## src/hw/rtl/lfr_pkg.sv

```systemverilog
// Shared types and constants for the least-recently-unpinned frame replacer.
`timescale 1ns / 1ps

package lfr_pkg;

   localparam int FRAME_W     = 4;
   localparam int RSP_COUNT_W = 5;
   localparam int FRAME_IDS   = 1 << FRAME_W;

   localparam logic [1:0] MODE_VICTIM = 2'd0;
   localparam logic [1:0] MODE_PIN    = 2'd1;
   localparam logic [1:0] MODE_UNPIN  = 2'd2;

   typedef struct packed {
      logic               start;
      logic               is_victim;
      logic               is_unpin;
      logic [FRAME_W-1:0] frame;
   } scan_cmd_type;

   typedef struct packed {
      logic               done;
      logic [FRAME_W-1:0] victim;
   } scan_status_type;

endpackage

```

## src/hw/rtl/lfr_scan_engine.sv

```systemverilog
// Recency list memory with the sequencer that appends, searches and closes gaps.
`timescale 1ns / 1ps

module lfr_scan_engine import lfr_pkg::*; #(
   parameter int NUM_FRAMES = 16
) (
   input  logic                              clock,
   input  logic                              reset,
   input  scan_cmd_type                      cmd_in,
   input  logic [$clog2(NUM_FRAMES+1)-1:0]   count_in,
   output scan_status_type                   status_out
);

   localparam int IDX_W = $clog2(NUM_FRAMES);
   localparam int CNT_W = $clog2(NUM_FRAMES + 1);

   typedef enum logic {
      ST_IDLE,
      ST_SCAN
   } eng_state_type;

   logic [FRAME_W-1:0] order_mem [NUM_FRAMES];

   eng_state_type      state_ff, state_in;
   logic [CNT_W-1:0]   rd_pos_ff, rd_pos_in;
   logic [CNT_W-1:0]   cnt_ff, cnt_in;
   logic               is_victim_ff, is_victim_in;
   logic [FRAME_W-1:0] key_ff, key_in;
   logic               shifting_ff, shifting_in;
   logic [FRAME_W-1:0] victim_ff, victim_in;
   logic               done_ff, done_in;
   logic               q_valid_ff;
   logic [IDX_W-1:0]   q_pos_ff;
   logic [FRAME_W-1:0] q_data_ff;

   logic               rd_issue;
   logic [IDX_W-1:0]   rd_addr;
   logic               hit;
   logic               take;
   logic               move;
   logic               at_last;
   logic               unpin_wr;
   logic               mem_we;
   logic [IDX_W-1:0]   mem_waddr;
   logic [FRAME_W-1:0] mem_wdata;

   assign rd_issue = (state_ff == ST_SCAN) && (rd_pos_ff != cnt_ff);
   assign rd_addr  = rd_pos_ff[IDX_W-1:0];

   // The one comparator: a victim takes the head, a pin looks for its frame.
   assign hit     = is_victim_ff ? (q_pos_ff == '0) : (q_data_ff == key_ff);
   assign take    = q_valid_ff && !shifting_ff && hit;
   assign move    = q_valid_ff && shifting_ff;
   assign at_last = q_valid_ff && (CNT_W'(q_pos_ff) == (cnt_ff - CNT_W'(1)));

   // Entries after the removed one move down by one place as they stream past.
   assign unpin_wr  = cmd_in.start && cmd_in.is_unpin;
   assign mem_we    = unpin_wr || move;
   assign mem_waddr = unpin_wr ? count_in[IDX_W-1:0] : (q_pos_ff - IDX_W'(1));
   assign mem_wdata = unpin_wr ? cmd_in.frame : q_data_ff;

   always_comb begin
      state_in     = state_ff;
      rd_pos_in    = rd_pos_ff;
      cnt_in       = cnt_ff;
      is_victim_in = is_victim_ff;
      key_in       = key_ff;
      shifting_in  = shifting_ff;
      victim_in    = victim_ff;
      done_in      = 1'b0;
      case (state_ff)
         ST_IDLE: begin
            if (cmd_in.start && !cmd_in.is_unpin) begin
               state_in     = ST_SCAN;
               rd_pos_in    = '0;
               cnt_in       = count_in;
               is_victim_in = cmd_in.is_victim;
               key_in       = cmd_in.frame;
               shifting_in  = 1'b0;
            end
         end
         ST_SCAN: begin
            if (rd_issue) begin
               rd_pos_in = rd_pos_ff + CNT_W'(1);
            end
            if (take) begin
               shifting_in = 1'b1;
               victim_in   = q_data_ff;
            end
            if (at_last) begin
               state_in = ST_IDLE;
               done_in  = 1'b1;
            end
         end
         default: begin
            state_in = ST_IDLE;
         end
      endcase
   end

   always_ff @(posedge clock) begin
      if (reset) begin
         state_ff   <= ST_IDLE;
         done_ff    <= 1'b0;
         q_valid_ff <= 1'b0;
      end else begin
         state_ff   <= state_in;
         done_ff    <= done_in;
         q_valid_ff <= rd_issue;
      end
      rd_pos_ff    <= rd_pos_in;
      cnt_ff       <= cnt_in;
      is_victim_ff <= is_victim_in;
      key_ff       <= key_in;
      shifting_ff  <= shifting_in;
      victim_ff    <= victim_in;
      q_pos_ff     <= rd_addr;
   end

   always_ff @(posedge clock) begin
      if (mem_we) begin
         order_mem[mem_waddr] <= mem_wdata;
      end
      q_data_ff <= order_mem[rd_addr];
   end

   assign status_out.done   = done_ff;
   assign status_out.victim = victim_ff;

endmodule

```

## config.mk

```make
export PLATFORM = sky130hd
export DESIGN_NAME = lfr_scan_engine
export DESIGN_NICKNAME = d
export VERILOG_FILES = /design/src/hw/rtl/lfr_pkg.sv /design/src/hw/rtl/lfr_scan_engine.sv
export SDC_FILE = /design/constraint.sdc
export NUM_CORES = 1
export LEC_CHECK = 0
export BUFFER_PORTS_ARGS = -buffer_cell sky130_fd_sc_hd__buf_4
export CAP_MARGIN = 20
export CORE_AREA = 4 4 121 65
export DETAILED_ROUTE_END_ITERATION = 7
export DIE_AREA = 0 0 125 69
export GPL_ROUTABILITY_DRIVEN = 0
export PLACE_DENSITY = 0.74
export SLEW_MARGIN = 0
export SYNTH_ARGS = -nofsm -noshare
export SYNTH_HDL_FRONTEND = slang
export SYNTH_SLANG_ARGS = --single-unit
```

## constraint.sdc

```tcl
create_clock -name clock -period 2.9 [get_ports clock]
set_input_delay 0.145 -clock clock [delete_from_list [all_inputs] [get_ports clock]]
set_output_delay 0.145 -clock clock [all_outputs]
set_load 0.02 [all_outputs]
```

== Word-level counts from Yosys, hierarchy flattened ==
Memories as Yosys holds them, arrays and structs flattened. A register that Yosys moved wholly into a read port is not among the register bits.
Cells that the tools add are included.

* Flip-flop bits (word level): 27
* Bits in latches: 0
* Memory bits (writable): 64
* Memory bits (read-only): 0
* Output and inout port bits: 5
* Logic and storage cells: 52
* Memories kept: 1

{| class="wikitable"
|+ Memories
! memory !! words !! bits a word !! rd ports !! clocked after memory_dff !! write ports !! line !! RTL
|-
| order_mem || 16 || 4 || 1 || 1 || 1 || lfr_scan_engine.sv:22 || <nowiki>logic [FRAME_W-1:0] order_mem [NUM_FRAMES];</nowiki>
|}

* $add $sub $neg: 3
* Multiply operators: 0
* Divide/modulo/power cells: 0
* Magnitude comparators: 0
* Equality and inequality tests: 6
* Shift-type cells: 0
* Muxes and demuxes: 15
* Bitwise gates (word level): 1
* Reductions and logical operators: 16

{| class="wikitable"
|+ Operators by type and width
! kind !! number
|-
| $mux 5 || 2
|-
| $pmux 5 s2 || 1
|-
| $mux 1 || 8
|-
| $mux 4 || 2
|-
| $reduce_and 2->1 || 4
|-
| $logic_and 1x1->1 || 7
|-
| $add 5x1->5 const B || 1
|-
| $eq 4x5->1 || 1
|-
| $ne 5x5->1 || 1
|-
| $sub 5x1->5 const B || 1
|-
| $eq 4x4->1 || 1
|-
| $logic_not 4->1 || 1
|-
| $ne 2x1->1 const B || 2
|-
| $pmux 1 s2 || 2
|-
| $sub 4x1->4 const B || 1
|-
| $logic_not 1->1 || 2
|-
| $ne 2x2->1 const B || 1
|-
| $reduce_or 2->1 || 1
|-
| $logic_or 1x1->1 || 1
|-
| $not 1->1 || 1
|}

== Depth between registers and ports, before layout ==
* Depth after elaboration: 5
* Depth in mapped cells: 6
* Depth with buffers taken out: 6

== Worst setup path before layout ==
Ideal clock, no wire load.

* Path kind: reg-to-reg
* Start: reg q_pos_ff[0]
* End: mem order_mem[3][0], enable pin
* Data arrival time: 1371 ps
* Data required time: 2571 ps
* Setup slack: 1200 ps
* Cell stages (with the launch flop): 6
* Path buffers: 0
* Clock period less this slack: 1700 ps
* Cells stage by stage: dfxtp_1 -> inv_1 -> ha_1 -> o31ai_1 -> nand2_1 -> nor2_1

* Cells in the longest elaborated chain, start to end: 2

{| class="wikitable"
|+ RTL lines
! element !! line !! RTL
|-
| start: declaration || lfr_scan_engine.sv:33 || <nowiki>logic [IDX_W-1:0] q_pos_ff;</nowiki>
|-
| start signal: assignment || lfr_scan_engine.sv:117 || <nowiki>q_pos_ff <= rd_addr;</nowiki>
|-
| $sub 4x1->4 || lfr_scan_engine.sv:59 || <nowiki>assign mem_waddr = unpin_wr ? count_in[IDX_W-1:0] : (q_pos_ff - IDX_W'(1));</nowiki>
|-
| $mux 4 || lfr_scan_engine.sv:59 ||
|-
| end: declaration || lfr_scan_engine.sv:22 ||
|}

No other way between the ends.

== Worst setup path after layout ==
* Start: reg q_pos_ff[0]
* End: mem order_mem[2][3], enable pin

The elaborated chain is that of the path after synthesis.

==> impl_metrics.ini <==
[hold_path]
min_path_type = primary input to register
hold_depth = 1

[die]
start_util = 0.5975
die_x_um = 125
core_area_um2 = 6674
num_rows = 21
pin_count = 19
die-area_um2 = 8625
die_y_um = 69

[clock_tree]
cts.htree.levels = 3
cts_root_buffer = clkbuf_16
cts_hold_buffers = 8
clock-sinks = 95
ctsResizeCount = 0
clockBufferDepth = 2
insertion_delay_ns = 0.34
cts_setup_buffers = 0
clk_pin_slew_ns = 0.07
cts_buffers = 9
tritoncts = yes

[yosys]
ys_seq_area_frac = 0.6878
post_synth.cell_area_avg_um2 = 16.68
netlist_instances = 239
synth_cell_types = 38
async_flop_share = 0
ys_warn_count = 0
synth-edff-count = 84
ys_ff_latch = 95
synthesis.area_um2 = 3988
synthFlopType = edfxtp_1
syn-num-nets = 257

[status]
outcome = complete, no violations

[critical_path]
cp_cell_sequence = inv_1, ha_1, o31ai_1, nand2_1, nor2_1
critPathArrivalTime_ns = 2.10
required_ns = 2.91
crit_path_top_delay_cell = o31ai_1
end_kind = register
critPathLaunchType = register
worstPathMaxFanout = 4
crit_type = register to register
r2r_cells = 5
cpPeakStageDelay_ns = 0.41

[cells_and_area]
num-fill-cells = 434
final_core_util = 0.6858
final_nets = 287
area_delta_synth_final_pct = 14.78
diodes = 0
multiInputGateArea_um2 = 1157
regArea_um2 = 2743
drive_gt1_frac = 0.2153
stdcell_area_um2 = 4577

[global_route]
grt_max_degree = 18
antenna_found_initial = 0
grt_overflow = 0
grt_util_all_layers = 0.1854
first_global_vias = 2113
grt_pass1_wl_um = 11890

[placed_design]
pre_cts_ws_ns = 0.8219
portBuffers = 18
placed_cell_area_um2 = 4195
dp_hpwl_um = 5143

[timing]
relSlewSlack = 0.5118
setup_viol_count_final = 0
rsz0062_at_grt = no
post-route-period-util = 0.7197
setup-tns-final_ns = 0
fin_ws_ns = 0.8129
hold_viol = 0
finClkSkew_ns = 0.009947
max_freq_ghz = 0.4791
period_needed_ns = 2.087
final_max_slew_viol_count = 0
tightest_slew_ns = 0.7322

[pwr]
leakagePower_nw = 1.542
p_total_mw = 3.148
power_density_nw_per_um2 = 687.7
peakVddDrop_mv = 0.3013

[flow_run]
max-cap-violations = 0

[routing]
drt_pre_antenna_iters = 5
ant_nets = 0
routed_wl_um = 7475
wire_per_inst_um = 20.42
vias = 2119
drtIter0Drc = 276
drt-vias-per-instance = 5.790
drc = 0
final cells by class:
type,count,share of cell area
flip-flops and latches,95,0.5992
repair buffers,29,0.05194
clock buffers,10,0.05003
well taps,92,0.02515
clock inverters,6,0.01586
inverters,6,0.004921
multi-input cells,128,0.2529
Yosys cell counts, types with 5 or more instances:
library cell	instances	area [um^2]
dfxtp_1	11	220.2
mux2i_1	6	60.06
inv_1	6	22.52
edfxtp_1	84	2522
mux4_2	12	270.3
nand3_1	7	35.03
mux2_2	5	56.30
xnor2_1	10	87.58
xor2_1	9	78.83
nor2_1	23	86.33
nand2_1	9	33.78
flip-flops by register name, indices dropped and copies added, names as in the netlist, 4 cells and up:
signal	count
cnt_ff	5
key_ff	4
order_mem	64
victim_ff	4
q_data_ff	4
q_pos_ff	4
rd_pos_ff	5
report_power, final:
group	internal [mW]	switching, mW
Clock	0.681	0.509
Sequential	1.58	0.0586
Combinational	0.138	0.179
critical path, delay by kind of cell, from the launching register on:
| family | cells | cell delay [ns] |
|---|---|---|
| and+or+nand+nor | 2 | 0.56 |
| AOI/OAI and AO/OA | 1 | 0.41 |
| adders and majority gates | 1 | 0.31 |
| DFF | 1 | 0.37 |
| buffers and inverters | 1 | 0.10 |
worst paths after layout:
kind / slack, ns / end / from
setup / recovery: 0.81 / order_mem[2][3] / q_pos_ff[0]
hold / removal: 0.02 / cnt_ff[2] / count_in[2]
setup reg to reg: 0.81 / order_mem[2][3] / q_pos_ff[0]
hold reg to reg: 0.51 / victim_ff[1] / q_data_ff[1]
stage by stage:
stage | cells | hold slack, ns
CTS | 366 | 0.01439
detailed placement | 342 | 0.3246
floorplan | 239 | 0.2208
global route | 366 | 0.01775
finish | 366 | 0.02252
global placement | 342 | 0.3228
cell families (layout without fill, tap and decap cells):
logic type,count (synthesis),count (layout),share of synthesized area
DFF,95,95,0.6878
and+or+nand+nor,57,57,0.06965
muxes,27,27,0.1233
AOI/OAI and AO/OA,21,21,0.04299
xor gates and xnor gates,19,19,0.04173
buffers and inverters,16,51,0.02196
adders and majority gates,4,4,0.01255
cells in the final DEF (no fill, tap or decap), types with 2 or more instances in the layout:
cell and n:
inv_1 6, buf_4 21, nor3_1 4, a211oi_2 4, mux4_2 12, ha_1 4, nor2_1 23, edfxtp_1 84
inv_6 4, nand3_1 7, mux2i_1 6, and2_1 2, dfxtp_1 11, o31ai_1 2, dlygate4sd3_1 8, mux4_1 4
nor3b_1 2, o31a_1 2, nand2_1 9, mux2_2 5, xor2_1 9, a21oi_1 4, a31oi_1 2, clkbuf_16 9
xnor2_1 10, nor2b_1 4, nand3b_1 3
per-layer routing:
metal / vias up / routed length, um / track usage
met1: 1040 / 3518 / 0.2762
li1: 985 / - / -
met4: 0 / 91 / 0.04688
met2: 84 / 3321 / 0.2623
met3: 10 / 544 / 0.06481
met5: - / 0 / 0
Note: power is estimated with default switching activity, not from simulation.
